===== config.mk =====
export PLATFORM = sky130hd
export DESIGN_NAME = swof_mac
export DESIGN_NICKNAME = d
export VERILOG_FILES = /design/src/rtl/swof_pkg.sv /design/src/rtl/swof_mac.sv
export SDC_FILE = /design/constraint.sdc
export NUM_CORES = 2
export LEC_CHECK = 0
export ABC_CLOCK_PERIOD_IN_PS = 25800
export BUFFER_PORTS_ARGS = -buffer_cell sky130_fd_sc_hd__buf_4
export CORE_ASPECT_RATIO = 0.8
export CORE_MARGIN = 3
export CORE_UTILIZATION = 45
export DETAILED_ROUTE_END_ITERATION = 8
export HOLD_SLACK_MARGIN = 0.02
export PLACE_DENSITY = 0.64
export SYNTH_ARGS = -nofsm -noshare
export SYNTH_HDL_FRONTEND = slang
export SYNTH_SLANG_ARGS = --single-unit

===== constraint.sdc =====
create_clock -name clk -period 25.8 [get_ports clk]
set_input_delay 5.16 -clock clk [delete_from_list [all_inputs] [get_ports clk]]
set_output_delay 5.16 -clock clk [all_outputs]
set_load 0.005 [all_outputs]

===== src/rtl/swof_pkg.sv =====
// swof_pkg: shared types and constants for the sliding window weighted order filter
// used by swof_cell, swof_mac and sliding_window_weighted_order_filter
// no dependencies
package swof_pkg;

    localparam int WINDOW      = 9;
    localparam int MAX_WEIGHTS = 5;
    localparam int FRAC_BITS   = 14;
    localparam int SAMPLE_W    = 16;
    localparam int WEIGHT_W    = 16;
    localparam int COUNT_W     = 3;
    localparam int CFG_INDEX_W = 3;
    localparam int CFG_DATA_W  = 16;
    localparam int AGE_W       = $clog2(WINDOW);
    localparam int POS_W       = $clog2(WINDOW);
    localparam int SEL_W       = $clog2(WINDOW + MAX_WEIGHTS);
    localparam int HALF        = WINDOW / 2;
    localparam int PROD_W      = SAMPLE_W + WEIGHT_W;
    localparam int SUM_W       = PROD_W + $clog2(MAX_WEIGHTS);
    localparam int SHIFT_W     = SUM_W - FRAC_BITS;

    typedef enum logic [CFG_INDEX_W-1:0] {
        CFG_WEIGHTS_IN_USE = 3'd0,
        CFG_WEIGHT_0       = 3'd1,
        CFG_WEIGHT_1       = 3'd2,
        CFG_WEIGHT_2       = 3'd3,
        CFG_WEIGHT_3       = 3'd4,
        CFG_WEIGHT_4       = 3'd5
    } cfg_index_t;

    // one sorted slot: sample value and how many transfers ago it arrived
    typedef struct packed {
        logic [SAMPLE_W-1:0] value;
        logic [AGE_W-1:0]    age;
    } entry_t;

    typedef struct packed {
        logic               load;
        logic [COUNT_W-1:0] count;
    } mac_ctrl_t;

endpackage


===== src/rtl/swof_mac.sv =====
// swof_mac: picks the central sorted values, registers the weighted products,
// then sums, floor-shifts by the fraction width and saturates to 16 bits
// depends on swof_pkg
module swof_mac (
    input  logic                                 clk,
    input  swof_pkg::mac_ctrl_t                  ctrl,
    input  logic [swof_pkg::SAMPLE_W-1:0]        sorted [swof_pkg::WINDOW],
    input  logic [swof_pkg::WEIGHT_W-1:0]        weights [swof_pkg::MAX_WEIGHTS],
    output logic signed [swof_pkg::SAMPLE_W-1:0] result
);

    logic [swof_pkg::COUNT_W-1:0]        count_eff;
    logic [swof_pkg::SEL_W-1:0]          start;
    logic signed [swof_pkg::PROD_W-1:0]  prod_reg  [swof_pkg::MAX_WEIGHTS];
    logic signed [swof_pkg::PROD_W-1:0]  prod_next [swof_pkg::MAX_WEIGHTS];
    logic signed [swof_pkg::SUM_W-1:0]   sum;
    logic signed [swof_pkg::SHIFT_W-1:0] shifted;

    always_comb
    begin
        if (ctrl.count == '0)
            count_eff = swof_pkg::COUNT_W'(1);
        else if (ctrl.count > swof_pkg::COUNT_W'(swof_pkg::MAX_WEIGHTS))
            count_eff = swof_pkg::COUNT_W'(swof_pkg::MAX_WEIGHTS);
        else
            count_eff = ctrl.count;
        start = swof_pkg::SEL_W'(swof_pkg::HALF)
              - swof_pkg::SEL_W'((count_eff - swof_pkg::COUNT_W'(1)) >> 1);
    end

    always_comb
    begin
        logic [swof_pkg::SEL_W-1:0] idx;
        for (int k = 0; k < swof_pkg::MAX_WEIGHTS; k++)
        begin
            idx = start + swof_pkg::SEL_W'(k);
            if ((swof_pkg::COUNT_W'(k) < count_eff) && (idx < swof_pkg::SEL_W'(swof_pkg::WINDOW)))
                prod_next[k] = $signed(weights[k])
                             * $signed(sorted[idx[swof_pkg::POS_W-1:0]]);
            else
                prod_next[k] = '0;
        end
    end

    always_ff @(posedge clk)
    begin
        if (ctrl.load)
        begin
            for (int k = 0; k < swof_pkg::MAX_WEIGHTS; k++)
                prod_reg[k] <= prod_next[k];
        end
    end

    always_comb
    begin
        sum = '0;
        for (int k = 0; k < swof_pkg::MAX_WEIGHTS; k++)
            sum = sum + swof_pkg::SUM_W'(prod_reg[k]);
        // arithmetic shift floors toward minus infinity
        shifted = swof_pkg::SHIFT_W'(sum >>> swof_pkg::FRAC_BITS);
        if (shifted > swof_pkg::SHIFT_W'(32767))
            result = 16'sh7fff;
        else if (shifted < -swof_pkg::SHIFT_W'(32768))
            result = 16'sh8000;
        else
            result = shifted[swof_pkg::SAMPLE_W-1:0];
    end

endmodule


# After elaboration in Yosys (flattened, before gate mapping)
# Memories as Yosys holds them, arrays and structs flattened.
# Cells that the tools add are included.
[op_classes]
add_sub_neg = 10
multipliers = 5
magnitude_cmp = 18
n_mux = 26
n_bitwise = 5
n_reduce_logical = 6
[op_table]
columns = ["op", "count"]
rows = [
  ["binary-select mux 16 bit (select 4 bit)", 5],
  ["two-way mux 16 bit", 12],
  ["multiplier 16 x 16 -> 32 bit", 5],
  ["two-way mux 32 bit", 5],
  ["adder 34 x 32 -> 35 bit", 1],
  ["adder 35 x 32 -> 35 bit", 1],
  ["adder 33 x 32 -> 34 bit", 1],
  ["adder 32 x 32 -> 33 bit", 1],
  [">= comparator 5 bit (second input constant)", 5],
  ["inverter 4 -> 5 bit", 5],
  ["greater-than comparator 21 x 16 -> 1 bit (second input constant)", 1],
  ["less-than comparator 21 x 16 -> 1 bit (second input constant)", 1],
  ["less-than comparator 4 bit (second input constant)", 5],
  ["adder 4 x 2 -> 4 bit (second input constant)", 2],
  ["less-than comparator 1 x 3 -> 1 bit (first input constant)", 2],
  ["less-than comparator 2 x 3 -> 1 bit (first input constant)", 2],
  ["two-way mux 3 bit", 2],
  ["logical AND 1 bit", 5],
  ["adder 4 x 1 -> 4 bit (second input constant)", 1],
  ["adder 4 x 3 -> 4 bit (second input constant)", 1],
  ["subtractor 3 x 1 -> 4 bit (second input constant)", 1],
  ["subtractor 3 x 3 -> 4 bit (first input constant)", 1],
  ["greater-than comparator 3 bit (second input constant)", 1],
  ["logical NOT 3 bit", 1],
  ["2 further kinds", 3],
]
[totals]
reg_bits = 0
ramBits = 160
inputBits = 229
out_inout_bits = 16
memories = 1
[mem_list]
columns = ["name", "words", "word_bits", "rd", "rd_ports_with_merged_regs", "wr", "line_no", "rtl"]
rows = [
  ["prod_reg", 5, 32, 5, 0, 5, "swof_mac.sv:14", "logic signed [swof_pkg::PROD_W-1:0] prod_reg [swof_pkg::MAX_WEIGHTS];"],
]

# Longest topological paths before layout
[depth]
word_depth = 12
mapped_depth = 45
depth_no_buf = 35

# Worst setup path before layout
# Ideal clock, no wire load.
[synth_timing]
kind = "input port to flip-flop"
start = "in ctrl[0] (netlist name)"
end = "mem prod_reg[0][95] (netlist name), data pin"
setup_ps = 255
arrival_time_ps = 14662
slack_ps = 10884
cell_stages = 42
cell_sequence = "nand2b_1 > o21ai_0 > buf_2 > buf_2 > clkbuf_1 > buf_2 > ha_1 > inv_1 > buf_2 > buf_1 > buf_2 > ha_1 > clkbuf_1 > and3_1 > clkbuf_1 > clkbuf_1 > nand2_1 > nand2_1 > [... 6 more ...] > fa_1 > inv_1 > fa_1 > inv_1 > fa_1 > fa_1 > inv_1 > ha_1 > a21o_1 > a21oi_1 > o21bai_1 > a21oi_1 > o21a_1 > o2111a_1 > nor4_1 > nor4b_1 > o21ai_0 > a21bo_2"
[synth_lines]
columns = ["item", "line_no", "rtl"]
rows = [
  ["from (decl)", "swof_mac.sv:6", "input swof_pkg::mac_ctrl_t ctrl,"],
  ["to (decl)", "swof_mac.sv:14", ""],
]

==> results.sh <==
export IMPL_largest_reg_flops=160
export IMPL_worstPathArrival_ns=16.53
export IMPL_drt_iter0_drc=3483
export IMPL_cpMostUsedCell="fa_1"
export IMPL_cp_top_family="adder cells"
export IMPL_synth_top_area_share=0.455
export IMPL_synth_async_reset_ratio=0
export IMPL_numClockSinks=160
export IMPL_cp_slowest_cell="ha_1"
export IMPL_h_tree_depth=4
export IMPL_finalWirelength_um=187000
export IMPL_cpPeakStageDelay_ns=1.04
export IMPL_final_core_util=0.484
export IMPL_dr_pass1_iters=6
export IMPL_cts_tree="yes"
export IMPL_ys_seq_elements=160
export IMPL_ios=245
export IMPL_slew_violations=0
export IMPL_grt_first_pass_wirelength_um=293000
export IMPL_fmax_mhz=61.3
export IMPL_avgSynthCellArea_um2=9.32
export IMPL_rows=121
export IMPL_fp_dieW_um=421
export IMPL_hp_start="ctrl[2]"
export IMPL_antenna_found_initial=22
export IMPL_synthTopCellsByArea="fa_1, ha_1, inv_1"
export IMPL_slew_headroom=0.215
export IMPL_ys_seq_area_frac=0.0776
export IMPL_yosys_area_top_type="fa_1"
export IMPL_initial_utilization=0.454
export IMPL_hold_slack_ns=5.19
export IMPL_worst_setup_path_type="in2reg"
export IMPL_io_buffer_count=244
export IMPL_synth_edf_count=160
export IMPL_synthCells=6643
export IMPL_path_buf_inv=8
export IMPL_post_cts_buffers=0
export IMPL_hold_violations=0
export IMPL_setup_viol=0
export IMPL_vias=45600
export IMPL_dieArea_um2=142000
export IMPL_clk_root_buffer_cell="clkbuf_16"
export IMPL_drive_gt1_frac=0.0590
export IMPL_grt_pass1_vias=48500
export IMPL_whs_endpoint="prod_reg[0][99]"
export IMPL_ys_types=87
export IMPL_synth_main_ff_cell="edfxtp_1"
export IMPL_gp_congestion=1.03
export IMPL_start_kind="primary input"
export IMPL_final_common_cell="inv_1"
export IMPL_status="complete, no violations"
export IMPL_rsz0062_at_grt="no"
export IMPL_worst_pin_slew_ns=1.16
export IMPL_cts_resized=0
export IMPL_hold_depth=2
export IMPL_ant_nets=0
export IMPL_cts_hold_buffers=0
export IMPL_fin_crit_sh=0.633
export IMPL_cp_required_ns=26.01
export IMPL_yosys_warnings=0
export IMPL_final_area_um2=66000
export IMPL_cts_reportedPaths_clkPinSlew_ns=0.07
export IMPL_route_detailed_drc=0
export IMPL_placeableCoreArea_um2=136000
export IMPL_fin_crit_ns=16.32
export IMPL_place_area_um2=65300
export IMPL_final_cell_mix="inv_1, fa_1, nand2_1"
export IMPL_syn2layout_area_growth_pct=6.59
export IMPL_worstSetupEndpointType="flop"
export IMPL_maxCapViolations=0
export IMPL_grt_overflow_total=0
export IMPL_die_h_um=338
export IMPL_wl_per_cell_um=21.9
export IMPL_grt_max_degree=126
export IMPL_via_per_inst=5.32
export IMPL_syn_area_um2=61900
export IMPL_numCtsBuffers=17
export IMPL_dpl_hpwl_um=158000
export IMPL_hold_path_class="in2reg"
export IMPL_startpoint="ctrl[2]"
export IMPL_worst_path_max_fanout=32
export IMPL_grt_usage=0.273
export IMPL_final_setup_tns_ns=0
export IMPL_nNetsFinal=8776
export IMPL_cts_buffer_depth=2
[cells by family after synthesis]
family                   count (synthesis)  synth area share
AO/OA/AOI/OAI                          555            0.0609
XOR/XNOR                               179            0.0253
adder cells (fa/ha/maj)               1861             0.547
buffers and inverters                 1704             0.105
flip-flops                             160            0.0776
multiplexers                           203            0.0337
other                                    2          0.000121
AND/OR/NAND/NOR                       1979             0.151
[worst max path at each step]
stage,end,depth (start not counted)
after floorplan,prod_reg[0][95],42
after global placement,prod_reg[0][95],34
after detailed placement,prod_reg[0][95],34
after CTS,prod_reg[0][95],34
after global routing,prod_reg[0][95],34
final,prod_reg[0][95],34
[Yosys cell counts (4+ instances only)]
| cell type | number |
|---|---|
| nand2_1 | 944 |
| and2_1 | 483 |
| inv_1 | 1450 |
| xor2_1 | 72 |
| or3_1 | 9 |
| a22oi_1 | 4 |
| o22ai_1 | 15 |
| nor2_1 | 235 |
| o2111ai_1 | 15 |
| edfxtp_1 | 160 |
| a31oi_1 | 28 |
| nor3b_1 | 11 |
| a21o_1 | 68 |
| ha_1 | 454 |
| nand4_1 | 12 |
| o21ai_1 | 5 |
| nand2b_1 | 43 |
| fa_1 | 1407 |
| clkbuf_1 | 191 |
| o21ai_2 | 10 |
| nor4_1 | 4 |
| or2_2 | 24 |
| a311oi_1 | 4 |
| a21boi_0 | 4 |
| a22o_1 | 17 |
| and3_1 | 24 |
| mux2_2 | 16 |
| o21bai_1 | 17 |
| mux2i_1 | 184 |
| a211oi_1 | 16 |
| nand3_1 | 71 |
| o211ai_1 | 20 |
| o21ai_0 | 91 |
| o31ai_1 | 11 |
| buf_1 | 12 |
| nor3_1 | 34 |
| nor2b_1 | 72 |
| a21oi_2 | 5 |
| o21a_1 | 27 |
| buf_2 | 45 |
| a21oi_1 | 142 |
| a221oi_1 | 16 |
| xnor2_1 | 107 |
[routing by layer]
layer  global-route usage  vias up  wire (um)  share of wire
met5                    0        -         45        0.00024
met4                0.152        4      12200          0.065
met3               0.0348      378      12700          0.068
met2                0.425     1644      84700           0.45
met1                0.371    23300      77700           0.41
li1                     -    20300          -              -
[layout make-up]
type | instances | area [um2]
flip-flops and latches | 160 | 4800
multi-input cells | 4781 | 50700
fillers | 13000 | 70400
clock buffers | 19 | 433
inverters | 1452 | 5450
repair buffers | 274 | 2070
well taps | 1845 | 2310
clock inverters | 13 | 151
diodes | 24 | 60.1
[stage by stage]
stage	setup slack (ns)	instances
after floorplan	10.88	6645
after global placement	9.36	8512
after detailed placement	9.23	8512
after CTS	9.70	8544
after global routing	9.01	8564
final	9.48	8568
Power is not shown: default switching activity piles up to over one toggle a cycle in this logic, so the estimate is an artifact.
